--- config.mk ---
export PLATFORM = sky130hd
export DESIGN_NAME = date_decode_day_number_weekday_core_flat
export DESIGN_NICKNAME = d
export VERILOG_FILES = /design/src/rtl/ddw_pkg.sv /design/src/rtl/ddw_if.sv /design/src/rtl/ddw_calc.sv /design/src/rtl/date_decode_day_number_weekday_core.sv /design/src/flat_wrapper.sv
export SDC_FILE = /design/constraint.sdc
export NUM_CORES = 1
export LEC_CHECK = 0
export BUFFER_PORTS_ARGS = -buffer_cell sky130_fd_sc_hd__buf_2
export CAP_MARGIN = 20
export CORE_MARGIN = 3
export CORE_UTILIZATION = 25
export CTS_CLUSTER_SIZE = 28
export DETAILED_ROUTE_END_ITERATION = 10
export GPL_TIMING_DRIVEN = 1
export REMOVE_ABC_BUFFERS = 1
export SKIP_LAST_GASP = 1
export SLEW_MARGIN = 10
export SYNTH_ARGS = -nofsm -noshare
export SYNTH_HDL_FRONTEND = slang
export SYNTH_SLANG_ARGS = --single-unit
--- constraint.sdc ---
create_clock -name clk -period 9 [get_ports clk]
set_clock_uncertainty 0.15 [all_clocks]
set_input_delay 1.35 -clock clk [delete_from_list [all_inputs] [get_ports clk]]
set_output_delay 1.35 -clock clk [all_outputs]
set_load 0.01 [all_outputs]
--- src/rtl/ddw_pkg.sv ---
// ----------------------------------------------------------------------------
// ddw_pkg: shared types, constants and month tables
// Field widths, year limits and the per-month tables used by the calendar
// decoder and its channel interfaces.
// ----------------------------------------------------------------------------
`default_nettype none

package ddw_pkg;

    // Field widths
    localparam int YEAR_W    = 12;
    localparam int MONTH_W   = 4;
    localparam int DAY_W     = 5;
    localparam int WEEKDAY_W = 3;
    localparam int DAYNUM_W  = 16;

    // Offset of the year from the first supported year, 0..199
    localparam int YOFF_W    = 8;
    // Days counted from 1900-01-01, up to 73048
    localparam int DCOUNT_W  = 17;
    // Days before the first of a month, up to 334
    localparam int DBM_W     = 9;

    localparam logic [YEAR_W-1:0]   YearMin   = YEAR_W'(1900);
    localparam logic [YEAR_W-1:0]   YearMax   = YEAR_W'(2099);
    localparam logic [YEAR_W-1:0]   YearEpoch = YEAR_W'(1970);
    localparam logic [MONTH_W-1:0]  MonthFeb  = MONTH_W'(2);
    localparam logic [MONTH_W-1:0]  MonthMax  = MONTH_W'(12);
    // Day count of 1970-01-01 measured from 1900-01-01
    localparam logic [DCOUNT_W-1:0] EpochDays = DCOUNT_W'(25567);

    typedef struct packed {
        logic [YEAR_W-1:0]  year_in;
        logic [MONTH_W-1:0] month_in;
        logic [DAY_W-1:0]   day_in;
    } date_t;

    typedef struct packed {
        logic                 date_valid;
        logic                 leap_flag;
        logic [WEEKDAY_W-1:0] weekday;
        logic                 epoch_range;
        logic [DAYNUM_W-1:0]  day_number;
    } result_t;

    // Days before the first of the month in a common year
    function automatic logic [DBM_W-1:0] days_before_month(input logic [MONTH_W-1:0] m);
        logic [DBM_W-1:0] r;
        unique case (m)
            4'd1:    r = 9'd0;
            4'd2:    r = 9'd31;
            4'd3:    r = 9'd59;
            4'd4:    r = 9'd90;
            4'd5:    r = 9'd120;
            4'd6:    r = 9'd151;
            4'd7:    r = 9'd181;
            4'd8:    r = 9'd212;
            4'd9:    r = 9'd243;
            4'd10:   r = 9'd273;
            4'd11:   r = 9'd304;
            4'd12:   r = 9'd334;
            default: r = 9'd0;
        endcase
        return r;
    endfunction

    // Same table reduced modulo 7, for the weekday sum
    function automatic logic [WEEKDAY_W-1:0] month_wd_offset(input logic [MONTH_W-1:0] m);
        logic [WEEKDAY_W-1:0] r;
        unique case (m)
            4'd1:    r = 3'd0;
            4'd2:    r = 3'd3;
            4'd3:    r = 3'd3;
            4'd4:    r = 3'd6;
            4'd5:    r = 3'd1;
            4'd6:    r = 3'd4;
            4'd7:    r = 3'd6;
            4'd8:    r = 3'd2;
            4'd9:    r = 3'd5;
            4'd10:   r = 3'd0;
            4'd11:   r = 3'd3;
            4'd12:   r = 3'd5;
            default: r = 3'd0;
        endcase
        return r;
    endfunction

    // Month length in a common year
    function automatic logic [DAY_W-1:0] month_length(input logic [MONTH_W-1:0] m);
        logic [DAY_W-1:0] r;
        unique case (m)
            4'd1, 4'd3, 4'd5, 4'd7, 4'd8, 4'd10, 4'd12: r = 5'd31;
            4'd4, 4'd6, 4'd9, 4'd11:                    r = 5'd30;
            4'd2:                                       r = 5'd28;
            default:                                    r = 5'd0;
        endcase
        return r;
    endfunction

endpackage

`default_nettype wire

--- src/rtl/ddw_if.sv ---
// ----------------------------------------------------------------------------
// ddw_if: request and result channels of the calendar decoder
// Valid/ready channels; an item moves at a clock edge with valid and ready high.
// ----------------------------------------------------------------------------
`default_nettype none

interface ddw_date_if;
    logic                          valid;
    logic                          ready;
    logic [ddw_pkg::YEAR_W-1:0]    year_in;
    logic [ddw_pkg::MONTH_W-1:0]   month_in;
    logic [ddw_pkg::DAY_W-1:0]     day_in;

    modport source (output valid, output year_in, output month_in, output day_in,
                    input ready);
    modport sink   (input valid, input year_in, input month_in, input day_in,
                    output ready);
endinterface

interface ddw_result_if;
    logic                          valid;
    logic                          ready;
    logic                          date_valid;
    logic                          leap_flag;
    logic [ddw_pkg::WEEKDAY_W-1:0] weekday;
    logic                          epoch_range;
    logic [ddw_pkg::DAYNUM_W-1:0]  day_number;

    modport source (output valid, output date_valid, output leap_flag, output weekday,
                    output epoch_range, output day_number, input ready);
    modport sink   (input valid, input date_valid, input leap_flag, input weekday,
                    input epoch_range, input day_number, output ready);
endinterface

`default_nettype wire

--- src/rtl/ddw_calc.sv ---
// ----------------------------------------------------------------------------
// ddw_calc: date check, leap year, weekday and day number
// Combinational decode of one registered date into one result.
// ----------------------------------------------------------------------------
`default_nettype none

module ddw_calc (
    input  wire ddw_pkg::date_t date,
    output ddw_pkg::result_t    result
);

    logic [ddw_pkg::YOFF_W-1:0]    yoff;
    logic [5:0]                    leaps_before;
    logic                          leap;
    logic [ddw_pkg::DAY_W-1:0]     mlen;
    logic                          valid;
    logic                          past_feb_leap;
    logic [ddw_pkg::DCOUNT_W-1:0]  dcount;
    logic [ddw_pkg::DCOUNT_W-1:0]  dnum_full;
    logic [8:0]                    wd_sum;
    logic [4:0]                    wd_fold1;
    logic [3:0]                    wd_fold2;
    logic [ddw_pkg::WEEKDAY_W-1:0] wd;

    // Year offset from 1900; only meaningful inside the supported range
    assign yoff = ddw_pkg::YOFF_W'(date.year_in - ddw_pkg::YearMin);

    // Leap years in 1900..2099: divisible by four, except 1900
    assign leap = (date.year_in[1:0] == 2'b00) && (date.year_in != ddw_pkg::YearMin);

    // Leap days in the years before this one, counted from 1900
    assign leaps_before = 6'((9'(yoff) + 9'd3) >> 2) - 6'(yoff != '0);

    // Month length with the February fixup
    always_comb
    begin
        mlen = ddw_pkg::month_length(date.month_in);
        if ((date.month_in == ddw_pkg::MonthFeb) && leap)
            mlen = 5'd29;
    end

    // Range check of all three fields
    assign valid = (date.year_in >= ddw_pkg::YearMin) && (date.year_in <= ddw_pkg::YearMax)
                && (date.month_in != '0) && (date.month_in <= ddw_pkg::MonthMax)
                && (date.day_in != '0) && (date.day_in <= mlen);

    assign past_feb_leap = leap && (date.month_in > ddw_pkg::MonthFeb);

    // Days since 1900-01-01
    assign dcount = ddw_pkg::DCOUNT_W'(yoff) * ddw_pkg::DCOUNT_W'(365)
                  + ddw_pkg::DCOUNT_W'(leaps_before)
                  + ddw_pkg::DCOUNT_W'(ddw_pkg::days_before_month(date.month_in))
                  + ddw_pkg::DCOUNT_W'(past_feb_leap)
                  + ddw_pkg::DCOUNT_W'(date.day_in)
                  - ddw_pkg::DCOUNT_W'(1);

    assign dnum_full = dcount - ddw_pkg::EpochDays;

    // Weekday: 1900-01-01 is a Monday and 365 is 1 mod 7, so the sum
    // below equals (day count + 1) mod 7 once reduced
    assign wd_sum = 9'(yoff) + 9'(leaps_before)
                  + 9'(ddw_pkg::month_wd_offset(date.month_in))
                  + 9'(past_feb_leap) + 9'(date.day_in);

    // Reduce mod 7 by folding octal digits (8 is 1 mod 7)
    assign wd_fold1 = 5'(wd_sum[8:6]) + 5'(wd_sum[5:3]) + 5'(wd_sum[2:0]);
    assign wd_fold2 = 4'(wd_fold1[4:3]) + 4'(wd_fold1[2:0]);
    assign wd       = (wd_fold2 >= 4'd7) ? 3'(wd_fold2 - 4'd7) : 3'(wd_fold2);

    // Zero everything for an invalid date
    always_comb
    begin
        result.date_valid  = valid;
        result.leap_flag   = valid && leap;
        result.weekday     = valid ? wd : '0;
        result.epoch_range = valid && (date.year_in >= ddw_pkg::YearEpoch);
        result.day_number  = result.epoch_range ? ddw_pkg::DAYNUM_W'(dnum_full) : '0;
    end

endmodule

`default_nettype wire

--- src/rtl/date_decode_day_number_weekday_core.sv ---
// ----------------------------------------------------------------------------
// date_decode_day_number_weekday_core: calendar date decoder
// Checks a Gregorian date and gives leap flag, weekday and day number.
// ----------------------------------------------------------------------------
//
//   Port     Role     Payload
//   date     sink     year_in, month_in, day_in
//   result   source   date_valid, leap_flag, weekday, epoch_range, day_number
//
// Two register stages: the request register, then the result register after
// the decode logic. One request is taken every cycle while results drain.
// A stall on result holds both stages; date.ready falls only when both are
// full. rst_n clears the valid flags; payload registers are not reset.
//
`default_nettype none

module date_decode_day_number_weekday_core (
    input  wire logic   clk,
    input  wire logic   rst_n,
    ddw_date_if.sink    date,
    ddw_result_if.source result
);

    logic               req_valid_reg;
    logic               req_valid_next;
    ddw_pkg::date_t     req_reg;
    logic               rsp_valid_reg;
    logic               rsp_valid_next;
    ddw_pkg::result_t   rsp_reg;
    ddw_pkg::result_t   rsp_next;
    logic               req_take;
    logic               advance;

    // Handshake: move to the result stage when it is empty or being drained
    assign advance    = req_valid_reg && (!rsp_valid_reg || result.ready);
    assign date.ready = !req_valid_reg || advance;
    assign req_take   = date.valid && date.ready;

    always_comb
    begin
        req_valid_next = req_valid_reg;
        if (req_take)
            req_valid_next = 1'b1;
        else if (advance)
            req_valid_next = 1'b0;

        rsp_valid_next = rsp_valid_reg;
        if (advance)
            rsp_valid_next = 1'b1;
        else if (result.ready)
            rsp_valid_next = 1'b0;
    end

    // Valid flags
    always_ff @(posedge clk or negedge rst_n)
    begin
        if (!rst_n)
        begin
            req_valid_reg <= 1'b0;
            rsp_valid_reg <= 1'b0;
        end
        else
        begin
            req_valid_reg <= req_valid_next;
            rsp_valid_reg <= rsp_valid_next;
        end
    end

    // Capture the request
    always_ff @(posedge clk)
    begin
        if (req_take)
        begin
            req_reg.year_in  <= date.year_in;
            req_reg.month_in <= date.month_in;
            req_reg.day_in   <= date.day_in;
        end
    end

    // Decode
    ddw_calc u_calc (
        .date   (req_reg),
        .result (rsp_next)
    );

    // Hold the result until taken
    always_ff @(posedge clk)
    begin
        if (advance)
            rsp_reg <= rsp_next;
    end

    assign result.valid       = rsp_valid_reg;
    assign result.date_valid  = rsp_reg.date_valid;
    assign result.leap_flag   = rsp_reg.leap_flag;
    assign result.weekday     = rsp_reg.weekday;
    assign result.epoch_range = rsp_reg.epoch_range;
    assign result.day_number  = rsp_reg.day_number;

endmodule

`default_nettype wire
--- src/flat_wrapper.sv ---
// flat-port wrapper written by rule: the top's interface ports become plain ports
module date_decode_day_number_weekday_core_flat 
  (clk, rst_n, date_valid, date_year_in, date_month_in, date_day_in, date_ready, result_valid, result_date_valid, result_leap_flag, result_weekday, result_epoch_range, result_day_number, result_ready);
  ddw_date_if date_i ();
  ddw_result_if result_i ();
  input  wire logic clk;
  input  wire logic rst_n;
  input wire logic [$bits(date_i.valid)-1:0] date_valid;
  input wire logic [$bits(date_i.year_in)-1:0] date_year_in;
  input wire logic [$bits(date_i.month_in)-1:0] date_month_in;
  input wire logic [$bits(date_i.day_in)-1:0] date_day_in;
  output wire logic [$bits(date_i.ready)-1:0] date_ready;
  output wire logic [$bits(result_i.valid)-1:0] result_valid;
  output wire logic [$bits(result_i.date_valid)-1:0] result_date_valid;
  output wire logic [$bits(result_i.leap_flag)-1:0] result_leap_flag;
  output wire logic [$bits(result_i.weekday)-1:0] result_weekday;
  output wire logic [$bits(result_i.epoch_range)-1:0] result_epoch_range;
  output wire logic [$bits(result_i.day_number)-1:0] result_day_number;
  input wire logic [$bits(result_i.ready)-1:0] result_ready;
  assign date_i.valid = date_valid;
  assign date_i.year_in = date_year_in;
  assign date_i.month_in = date_month_in;
  assign date_i.day_in = date_day_in;
  assign date_ready = date_i.ready;
  assign result_valid = result_i.valid;
  assign result_date_valid = result_i.date_valid;
  assign result_leap_flag = result_i.leap_flag;
  assign result_weekday = result_i.weekday;
  assign result_epoch_range = result_i.epoch_range;
  assign result_day_number = result_i.day_number;
  assign result_i.ready = result_ready;
  date_decode_day_number_weekday_core u_core (.clk(clk), .rst_n(rst_n), .date(date_i), .result(result_i));
endmodule
======== Word-level counts from Yosys, hierarchy flattened ========
Memory sizes are Yosys's and may differ from the RTL's. A register that Yosys moved wholly into a read port is not among the register bits.
Index checks and enable logic that the tools add are counted.
storage, ports and cells
  output and inout bits ................... 24
  memory bits (read-only) ................. 272
  bits in registers ....................... 45
  memories kept ........................... 3
  bits of input ports ..................... 25
  word-level logic and storage cells ...... 71
memories
  memory           words  width  read ports  clocked after memory_dff  write ports  line           source
  (no name shown)  16     9      1           1                         0            ddw_pkg.sv:49  unique case (m)
  (no name shown)  16     5      1           1                         0            ddw_pkg.sv:91  unique case (m)
  (no name shown)  16     3      1           1                         0            ddw_pkg.sv:70  unique case (m)
cells by class
  multiply operators ...................... 1
  multiplexer cells ....................... 9
  equal/unequal tests ..................... 2
  reduce and logical (&&, ||, !) cells .... 22
  add/sub/neg operators ................... 17
  $lt $le $gt $ge ......................... 7
operators by type and width
  cell                      number
  $ge A12 B11 Y1 const B    2
  $add A16 B1 Y16           1
  $add A16 B5 Y16           1
  $add A16 B6 Y16           1
  $add A16 B9 Y16           1
  $mul A8 B9 Y16 const B    1
  $sub A16 B1 Y16 const B   1
  $sub A16 B15 Y16 const B  1
  $le A12 B12 Y1 const B    1
  $logic_and A1 B1 Y1       12
  $mux W4                   3
  $ne A12 B11 Y1 const B    1
  $add A8 B6 Y9             1
  $add A9 B1 Y9             1
  $add A9 B3 Y9             1
  $add A9 B5 Y9             1
  $add A8 B2 Y8 const B     1
  $reduce_bool A8 Y1        1
  $sub A8 B7 Y8 const B     1
  $sub A6 B1 Y6             1
  $add A4 B3 Y5             1
  $le A5 B5 Y1              1
  $mux W5                   1
  $reduce_bool A5 Y1        1
  14 further kinds          20

======== Longest topological paths before layout ========
Gate-level depths: netlist (run 1).
  word-level depth ........................ 12
  gate-level depth with buffers ........... 36
  mapped depth without buffers ............ 35

======== Modules after synthesis ========
A second synthesis (run 1) with hierarchy kept.
unflattened totals
  cells, all modules ...................... 557
  area, all modules ....................... 5748.0 um2
by module, submodules not included
  module                               times used  cells an instance  seq. area each (um2)  area an instance (um2)
  ddw_calc                             1           506                0.0                   4352.9
  date_decode_day_number_weekday_core  1           51                 1341.3                1395.1

======== Worst setup path before layout (run 1) ========
OpenSTA, ideal clock, no wires.
  path type ............................... register to register
  from .................................... reg u_core.req_reg[12] (netlist name)
  to ...................................... reg u_core.rsp_reg, in the netlist u_core.result.weekday[1], data pin
  buffers on the path ..................... 0
  required time ........................... 8582 ps
  period minus slack after synthesis ...... 7410 ps
  path slack .............................. 1590 ps
  cell stages (with the launch flop) ...... 34
  library setup time ...................... 268 ps
  arrival ................................. 6992 ps
  cells stage by stage .................... edfxtp_1 ha_1 o21ai_2 xor2_4 ha_1 nand4_1 ha_1 ha_1 xnor2_1 fa_1 fa_1 inv_1 fa_1 nor2b_1 o21ai_0 a21oi_1 o21ai_0 nand2b_1 xnor2_1 fa_1 inv_1 ha_1 fa_1 xor2_1 ha_1 inv_1 fa_1 inv_1 ha_1 nand2_1 nand2_1 a22o_1 a21oi_1 nor2_1
on the way
  cells in the longest elaborated chain, start to end .. 12
  elaborated cells between the ends (all ways) .. 27
  those cells by class .................... 11 x add/sub; 4 x order compare; 1 x eq/ne; 2 x mux; 9 x reduce/logical
RTL lines
  item                                                 line                                       source
  from (decl)                                          date_decode_day_number_weekday_core.sv:26  ddw_pkg::date_t req_reg;
  $sub A8 B7 Y8                                        ddw_calc.sv:26                             assign yoff = ddw_pkg::YOFF_W'(date.year_in - ddw_pkg::YearMin);
  $add A8 B2 Y8 or $reduce_bool A8 Y1 (tied branches)  ddw_calc.sv:32                             assign leaps_before = 6'((9'(yoff) + 9'd3) >> 2) - 6'(yoff != '0);
  $sub A6 B1 Y6                                        ddw_calc.sv:32
  $add A8 B6 Y9                                        ddw_calc.sv:61                             assign wd_sum = 9'(yoff) + 9'(leaps_before)
  $add A9 B3 Y9                                        ddw_calc.sv:62                             + 9'(ddw_pkg::month_wd_offset(date.month_in))
  $add A9 B1 Y9                                        ddw_calc.sv:63                             + 9'(past_feb_leap) + 9'(date.day_in);
  $add A9 B5 Y9                                        ddw_calc.sv:63
  $add A3 B3 Y4                                        ddw_calc.sv:66                             assign wd_fold1 = 5'(wd_sum[8:6]) + 5'(wd_sum[5:3]) + 5'(wd_sum[2:0]);
  $add A4 B3 Y5                                        ddw_calc.sv:66
  $add A2 B3 Y4                                        ddw_calc.sv:67                             assign wd_fold2 = 4'(wd_fold1[4:3]) + 4'(wd_fold1[2:0]);
  $ge A4 B3 Y1 or $sub A3 B3 Y3 (tied branches)        ddw_calc.sv:68                             assign wd = (wd_fold2 >= 4'd7) ? 3'(wd_fold2 - 4'd7) : 3'(wd_fold2);
  $mux W3                                              ddw_calc.sv:68
  to (signal assigned)                                 date_decode_day_number_weekday_core.sv:90  rsp_reg <= rsp_next;
  to (decl)                                            date_decode_day_number_weekday_core.sv:29  ddw_pkg::result_t rsp_reg;
Several ways; a longest one is shown, not always the timed one.
A chain may end at the register's enable or synchronous reset.

======== Worst setup path after layout (run 1) ========
  from .................................... reg u_core.req_reg[11] (netlist name)
  to ...................................... reg u_core.rsp_reg, in the netlist u_core.result.weekday[1], data pin
The elaborated chain is that of the path after synthesis.

==> impl_metrics.tcl, run 1 <==
set metrics [dict create \
    drive_gt1_share_pct 13.61 \
    core_um2 23050 \
    grt_pass1_vias 3953 \
    dieArea_um2 25810 \
    synthToLayoutAreaGrowth_pct 15.40 \
    r2r_start "u_core.req_reg[11]" \
    portBuffers 48 \
    htreeDepth 3 \
    worst_setup_path_end_kind "register" \
    ctsLongestPathBuffers 2 \
    hp-start "u_core.req_valid_reg" \
    drv_slew 0 \
    critPathLaunch "u_core.req_reg[11]" \
    status "finished, final reports clean" \
    cts_buffers 9 \
    crit_path_start_kind "register" \
    yosysUniqueCellTypes 64 \
    synth-edff-count 43 \
    placed_area_um2 6589 \
    cp_data_arrival_time_ns 7.99 \
    worst_slew_pin_slew_ns 0.8750 \
    grt_pass1_wl_mm 20.00 \
    min_path_type "register to register" \
    drcViolationCount 0 \
    totalWireLength_mm 12.03 \
    synth_compound_area_share_pct 9.772 \
    synth_top_family_by_area "adder cells" \
    routabilityCongestion 0.8488 \
    cts_tree "yes" \
    ctsHoldBuffers 0 \
    cts_root_buf "clkbuf_16" \
    critPathMaxStageDelay_ns 0.55 \
    antenna_cells 0 \
    hold_ws_ns 0.3318 \
    post-route-period-util_pct 89.58 \
    crit_top_cell "ha_1" \
    clk_pin_slew_ns 0.06 \
    r2r_slack_ns 0.94 \
    fp-row-count 55 \
    hold_viol 0 \
    wl_per_cell_um 12.73 \
    synth.cell_area_um2 5979 \
    final-setup-viol-count 0 \
    syn_inst 571 \
    synth_seq_cells 60 \
    muxShareOfSynthArea_pct 1.528 \
    antenna_left 0 \
    nets 804 \
    fin_area_um2 6900 \
    nFillCells 2394 \
    dr.pass1.iters 4 \
    critPathSlowestCell "fa_1" \
    clock_sinks 60 \
    relSlewSlack_pct 40.00 \
    die_h_um 160.7 \
    yosysWarnings 0 \
    period_minus_slack_ns 8.062 \
    crit_required_ns 8.92 \
    via_per_inst 4.125 \
    grt_usage_pct 9.786 \
    fin_cells 945 \
    synth-simple-area-share_pct 9.332 \
    insertion_delay_ns 0.35 \
    dp.cells 928 \
    io_pins 49 \
    synth_xor_area_share_pct 6.236 \
    vias 3898 \
    ys_seq_area_share_pct 27.45 \
    synth_async_sr_flop_share_pct 3.333 \
    path_max_fanout 9 \
    hpwl_mm 9.829 \
    synth_fa_ha_area_share_pct 38.33 \
    grt_max_degree 23 \
    postCtsSetupBuffers 0 \
    initial_core_util_pct 25.94 \
    drtIter0Drc 144 \
    synth_ff_type "edfxtp_1" \
    rsz0062_at_grt "no" \
    syn_avg_cell_area_um2 10.47 \
    setup_tns_ns 0 \
    die_w_um 160.7 \
    cap_violations 0 \
    fmax_ghz 0.1240 \
    grt_antenna_before_repair 0 \
    grt_overflow_total 0 \
    worstSetupPathType "register to register" \
    ctsResizeCount 0 \
]
==> final timing paths <==
kind,endpoint,cells past startpoint
min in group asynchronous,u_core.result.valid,1
hold / removal,u_core.result.valid,1
setup / recovery,u_core.result.weekday[1],33
hold reg to reg,u_core.result.valid,1
setup reg to reg,u_core.result.weekday[1],33
max in group asynchronous,u_core.req_valid_reg,1
==> per-layer routing <==
layer  GRT usage [%]  part of all wire (%)
met5               0                     0
met4           3.274                   1.4
met3           2.270                   3.6
met2           14.51                    43
met1           14.00                    52
==> cell usage after synthesis, types with 4 or more instances <==
cell,instances,area [um^2]
nand2_1,30,112.6
nor2b_1,5,31.28
xor2_1,6,52.55
inv_1,102,382.9
a211oi_1,4,30.03
a21oi_1,19,95.09
mux2i_1,8,80.08
o21ai_1,6,30.03
a21o_1,6,45.04
xnor2_1,21,183.9
o21ai_0,15,75.07
edfxtp_1,43,1291
nor2_1,38,142.6
dfxtp_1,15,300.3
fa_1,52,1041
nand2b_1,10,62.56
nor3_1,9,45.04
o211ai_1,7,52.55
xor2_2,5,81.33
ha_1,100,1251
==> cell usage in the layout, fill, tap and decap left out, drive strengths merged, types with 3 or more instances in the layout <==
cell type / Yosys / layout
edfxtp: 43 / 43
nand2: 30 / 30
nand2b: 10 / 10
dfxtp: 15 / 15
inv: 105 / 108
or2: 3 / 3
a31oi: 3 / 3
nor2: 41 / 41
a21oi: 20 / 20
a211oi: 4 / 4
o211ai: 7 / 7
nand4: 3 / 3
buf: 5 / 51
mux2i: 8 / 8
nor2b: 5 / 5
a21o: 6 / 6
xor2: 12 / 12
o31ai: 3 / 3
ha: 100 / 100
nand3: 4 / 4
fa: 52 / 52
clkbuf: 2 / 12
nor3: 9 / 9
xnor2: 22 / 22
o21bai: 3 / 3
o21ai: 22 / 22
==> per-stage QoR <==
step | setup slack [ns] | util (%)
final | 0.9381 | 29.93
after detailed placement | 0.9346 | 28.58
after global routing | 0.4458 | 29.93
after CTS | 0.9204 | 29.90
after global placement | 1.130 | 28.58
after floorplan | 1.485 | -
==> cell families (layout without fill, tap and decap cells) <==
| family | count (synthesis) | count (layout) |
|---|---|---|
| buffers and inverters | 112 | 173 |
| and+or+nand+nor | 116 | 116 |
| adders and majority gates | 152 | 152 |
| AOI/OAI and AO/OA | 88 | 88 |
| xor gates and xnor gates | 34 | 34 |
| muxes | 9 | 9 |
| DFF | 60 | 60 |
==> critical path: cells and delay by family, from the launching register on <==
| kind | cells | cell delay [ns] |
|---|---|---|
| flops | 1 | 0.54 |
| xor+xnor | 4 | 0.85 |
| compound gates | 6 | 1.06 |
| simple gates | 6 | 0.50 |
| fa+ha+maj | 13 | 4.49 |
| buf+inv | 4 | 0.21 |
==> cell type report <==
cell class | instances | area [um^2] | share of cell area, %
Clock inverter | 5 | 40.04 | 0.5802
Tap cell | 313 | 391.6 | 5.675
Clock buffer | 11 | 264.0 | 3.826
Timing Repair Buffer | 52 | 270.3 | 3.917
Sequential cell | 60 | 1642 | 23.79
Multi-Input combinational cell | 399 | 3899 | 56.50
Inverter | 105 | 394.1 | 5.712
Power of run 1 is left out: the tool's default activity adds up to more than one toggle a clock period on the data nets, which glitch-free logic cannot reach.
==> run 2, diff against run 1 <==
--- a/config.mk
+++ b/config.mk
@@ -8,5 +8,5 @@
 export BUFFER_PORTS_ARGS = -buffer_cell sky130_fd_sc_hd__buf_2
 export CAP_MARGIN = 20
-export CORE_MARGIN = 3
+export CORE_MARGIN = 5
 export CORE_UTILIZATION = 25
 export CTS_CLUSTER_SIZE = 28
==> constraint.sdc (replaced) <==
create_clock -name clk -period 9 [get_ports clk]
set_clock_uncertainty 0.15 [all_clocks]
set_input_delay 1.35 -clock clk [delete_from_list [all_inputs] [get_ports clk]]
set_output_delay 1.35 -clock clk [all_outputs]
set_load 0.05 [all_outputs]
==> impl_metrics.tcl, run 2 (same netlist as run 1, synthesis figures left out) <==
set metrics [dict create \
    grt_pass1_vias 4114 \
    cts_buffers 9 \
    cts_root_buf "clkbuf_16" \
    insertion_delay_ns 0.34 \
    synthToLayoutAreaGrowth_pct 14.90 \
    ctsResizeCount 0 \
    antenna_cells 0 \
    antenna_left 0 \
    grt_overflow_total 0 \
    grt_usage_pct 9.750 \
    cts_tree "yes" \
    final-setup-viol-count 0 \
    reg2reg_depth 33 \
    drive_gt1_share_pct 13.31 \
    grt_pass1_wl_mm 20.86 \
    dp.cells 934 \
    crit_path_start_kind "register" \
    hp-start "u_core.req_valid_reg" \
    io_pins 49 \
    relSlewSlack_pct 41.34 \
    routabilityCongestion 0.8218 \
    r2r_slack_ns 0.94 \
    cap_violations 0 \
    worstSetupPathType "register to register" \
    worst_setup_path_end_kind "register" \
    final_common_cell "inv_1" \
    hold_ws_ns 0.3338 \
    critPathMaxStageDelay_ns 0.54 \
    die_h_um 164.7 \
    status "finished, final reports clean" \
    drcViolationCount 0 \
    hpwl_mm 9.956 \
    portBuffers 48 \
    drtIter0Drc 170 \
    nets 803 \
    r2r_start "u_core.req_reg[11]" \
    path_max_fanout 9 \
    cp_data_arrival_time_ns 7.97 \
    ctsHoldBuffers 0 \
    crit_top_cell "ha_1" \
    totalWireLength_mm 11.92 \
    grt_max_degree 23 \
    grt_antenna_before_repair 0 \
    worst_slew_pin_slew_ns 0.8555 \
    dieArea_um2 27110 \
    hold_depth 1 \
    clk_pin_slew_ns 0.06 \
    fp-row-count 56 \
    wl_per_cell_um 12.55 \
    vias 3928 \
    final_cell_mix "inv_1 (102), ha_1 (100), fa_1 (52)" \
    clock_sinks 60 \
    htreeDepth 3 \
    fmax_ghz 0.1241 \
    min_to "u_core.result.valid" \
    postCtsSetupBuffers 0 \
    setup_tns_ns 0 \
    critPathSlowestCell "edfxtp_1" \
    via_per_inst 4.135 \
    drv_slew 0 \
    die_w_um 164.7 \
    ctsLongestPathBuffers 2 \
    min_path_type "register to register" \
    core_um2 23540 \
    period_minus_slack_ns 8.057 \
    fin_cells 950 \
    rsz0062_at_grt "no" \
    initial_core_util_pct 25.40 \
    post-route-period-util_pct 89.52 \
    dr.pass1.iters 4 \
    crit_required_ns 8.91 \
    hold_viol 0 \
    r2r-end "u_core.result.weekday[1]" \
]
-- run 2: cell count changes in the layout (fill, tap and decap cells not counted) --
cell and delta:
clkbuf_8 -1, clkbuf_4 -1, mux2i_1 -1, clkbuf_1 +2, inv_6 -3, clkbuf_16 -1
clkinv_4 +2, mux2i_2 +1, inv_4 +1
-- run 2: worst max path at each step --
stage | start | end | slack (ns) | cells after the start
2_1_floorplan | u_core.req_reg[11] | u_core.result.weekday[1] | 1.48 | 33
3_3_place_gp | u_core.req_reg[11] | u_core.result.weekday[1] | 1.14 | 33
3_5_place_dp | u_core.req_reg[11] | u_core.result.weekday[1] | 0.91 | 33
4_1_cts | u_core.req_reg[11] | u_core.result.weekday[1] | 0.92 | 33
5_1_grt | u_core.req_reg[11] | u_core.result.weekday[1] | 0.46 | 33
6_report | u_core.req_reg[11] | u_core.result.weekday[1] | 0.94 | 33
-- run 2: worst max-delay path: cells and delay by family (launching register included) --
kind | cells | cell delay [ns]
fa+ha+maj | 13 | 4.49
flops | 1 | 0.54
xor+xnor | 4 | 0.85
simple gates | 6 | 0.51
buf+inv | 4 | 0.20
compound gates | 6 | 1.05
-- run 2: final cells by class --
cell class / count / area [um^2]
Clock buffer: 11 / 232.7
Tap cell: 319 / 399.1
Sequential cell: 60 / 1642
Clock inverter: 5 / 37.54
Fill cell: 2508 / 16670
Timing Repair Buffer: 51 / 262.8
Inverter: 105 / 394.1
Multi-Input combinational cell: 399 / 3902
-- run 2: stage by stage --
step                area [um^2]  util (%)  worst slack (ns)
floorplan                  5934         -             1.485
global placement           6596     28.02             1.140
detailed placement         6596     28.02            0.9096
CTS                        6867     29.17            0.9233
global route               6870     29.18            0.4603
finish                     6870     29.18            0.9430
-- run 2: metal layers --
layer / wire [um] / GRT usage [%]
met1: 6029 / 14.02
met2: 5255 / 14.80
met3: 473 / 1.972
met4: 165 / 2.873
met5: 0 / 0
Power of run 2 is left out for the same reason.
==> run 3, diff against run 2 <==
Settings changed: BUFFER_PORTS_ARGS -buffer_cell sky130_fd_sc_hd__buf_2 to -buffer_cell sky130_fd_sc_hd__buf_4, CORE_UTILIZATION 25 to 45.
==> impl_metrics.tcl, run 3 (same netlist as run 1, synthesis figures left out) <==
set metrics [dict create \
    status "finished, final reports clean" \
    insertion_delay_ns 0.35 \
    crit_top_cell "ha_1" \
    period_minus_slack_ns 8.136 \
    htreeDepth 3 \
    grt_overflow_total 0 \
    synthToLayoutAreaGrowth_pct 13.85 \
    critPathSlowestCell "fa_1" \
    clk_pin_slew_ns 0.06 \
    core_um2 13140 \
    crit_path_start_kind "register" \
    vias 4048 \
    antenna_cells 0 \
    fp-row-count 42 \
    via_per_inst 5.016 \
    portBuffers 48 \
    dr.pass1.iters 4 \
    dieArea_um2 15690 \
    drive_gt1_share_pct 13.31 \
    cts_buffers 9 \
    cp_data_arrival_time_ns 8.05 \
    post-route-period-util_pct 90.39 \
    grtUsageMet2_pct 27.68 \
    antenna_left 0 \
    routabilityCongestion 0.9163 \
    ctsResizeCount 0 \
    clock_sinks 60 \
    postCtsSetupBuffers 0 \
    hpwl_mm 9.870 \
    fmax_ghz 0.1229 \
    relSlewSlack_pct 40.37 \
    rsz0062_at_grt "no" \
    drv_slew 0 \
    die_w_um 125.3 \
    ctsHoldBuffers 0 \
    io_pins 49 \
    grt_max_degree 23 \
    final_common_cell "inv_1" \
    setup_tns_ns 0 \
    met3_usage_pct 2.729 \
    min_path_type "register to register" \
    crit_required_ns 8.91 \
    totalWireLength_mm 11.99 \
    busiest_layer "met2" \
    die_h_um 125.3 \
    use_met1_pct 20.49 \
    grt_pass1_wl_mm 20.20 \
    nets 803 \
    critPathMaxStageDelay_ns 0.55 \
    wl_per_cell_um 14.86 \
    cap_violations 0 \
    grt_usage_pct 16.13 \
    drtIter0Drc 146 \
    final_cell_mix "inv_1 (102), ha_1 (100), fa_1 (52)" \
    drcViolationCount 0 \
    grt_antenna_before_repair 0 \
    grt_pass1_vias 4165 \
    cts_tree "yes" \
    worstSetupPathType "register to register" \
    worst_setup_path_end_kind "register" \
    hold_viol 0 \
    final-setup-viol-count 0 \
    ctsLongestPathBuffers 2 \
    worst_slew_pin_slew_ns 0.8696 \
    path_max_fanout 9 \
    cts_root_buf "clkbuf_16" \
    initial_core_util_pct 45.51 \
]
==> run 3: cell count changes in the layout (fill, tap and decap cells not counted), sizes merged <==
cell / delta
clkinvlp: +1
inv: -1
==> run 3: area by class of cell <==
| type | instances | area, um^2 |
|---|---|---|
| timing repair buffer | 51 | 382.9 |
| fill | 1228 | 6330 |
| sequential | 60 | 1642 |
| multi-input combinational | 399 | 3899 |
| clock buffer | 11 | 242.7 |
| inverter | 105 | 394.1 |
| tap | 176 | 220.2 |
| clock inverter | 5 | 27.53 |
==> run 3: critical path: cells and delay by family (launching register included) <==
kind | cells | cell delay (ns)
and+or+nand+nor | 6 | 0.51
buffers and inverters | 4 | 0.21
DFF | 1 | 0.53
xor gates and xnor gates | 4 | 0.86
adders and majority gates | 13 | 4.51
AOI/OAI and AO/OA | 6 | 1.11
==> run 3: final timing paths <==
| kind | from | end | slack [ns] | depth (start not counted) |
|---|---|---|---|---|
| worst max register to register | u_core.req_reg[11] | u_core.result.weekday[1] | 0.86 | 33 |
| worst max-delay path | u_core.req_reg[11] | u_core.result.weekday[1] | 0.86 | 33 |
| worst min-delay path | u_core.req_valid_reg | u_core.result.valid | 0.34 | 1 |
| max in group asynchronous | rst_n | u_core.result.valid | 7.99 | 1 |
| min in group asynchronous | rst_n | u_core.req_valid_reg | 0.63 | 1 |
| worst min register to register | u_core.req_valid_reg | u_core.result.valid | 0.34 | 1 |
==> run 3: stage by stage <==
| stage | instances | hold slack (ns) | setup WS [ns] | utilization [%] | area [um^2] |
|---|---|---|---|---|---|
| floorplan | 564 | 0.2990 | 1.485 | - | 5934 |
| global placement | 790 | 0.3107 | 1.170 | 49.70 | 6530 |
| detailed placement | 790 | 0.3233 | 0.8500 | 49.70 | 6530 |
| CTS | 806 | 0.3409 | 0.8665 | 51.76 | 6800 |
| global route | 807 | 0.3590 | 0.3313 | 51.82 | 6808 |
| finish | 807 | 0.3384 | 0.8645 | 51.82 | 6808 |
==> run 3: per-layer routing <==
| layer | vias up | wire, um |
|---|---|---|
| met4 | 0 | 239 |
| met2 | 84 | 5956 |
| met1 | 1924 | 5205 |
| met3 | 17 | 593 |
| li1 | 2023 | - |
| met5 | - | 0 |
Power of run 3 is left out for the same reason.
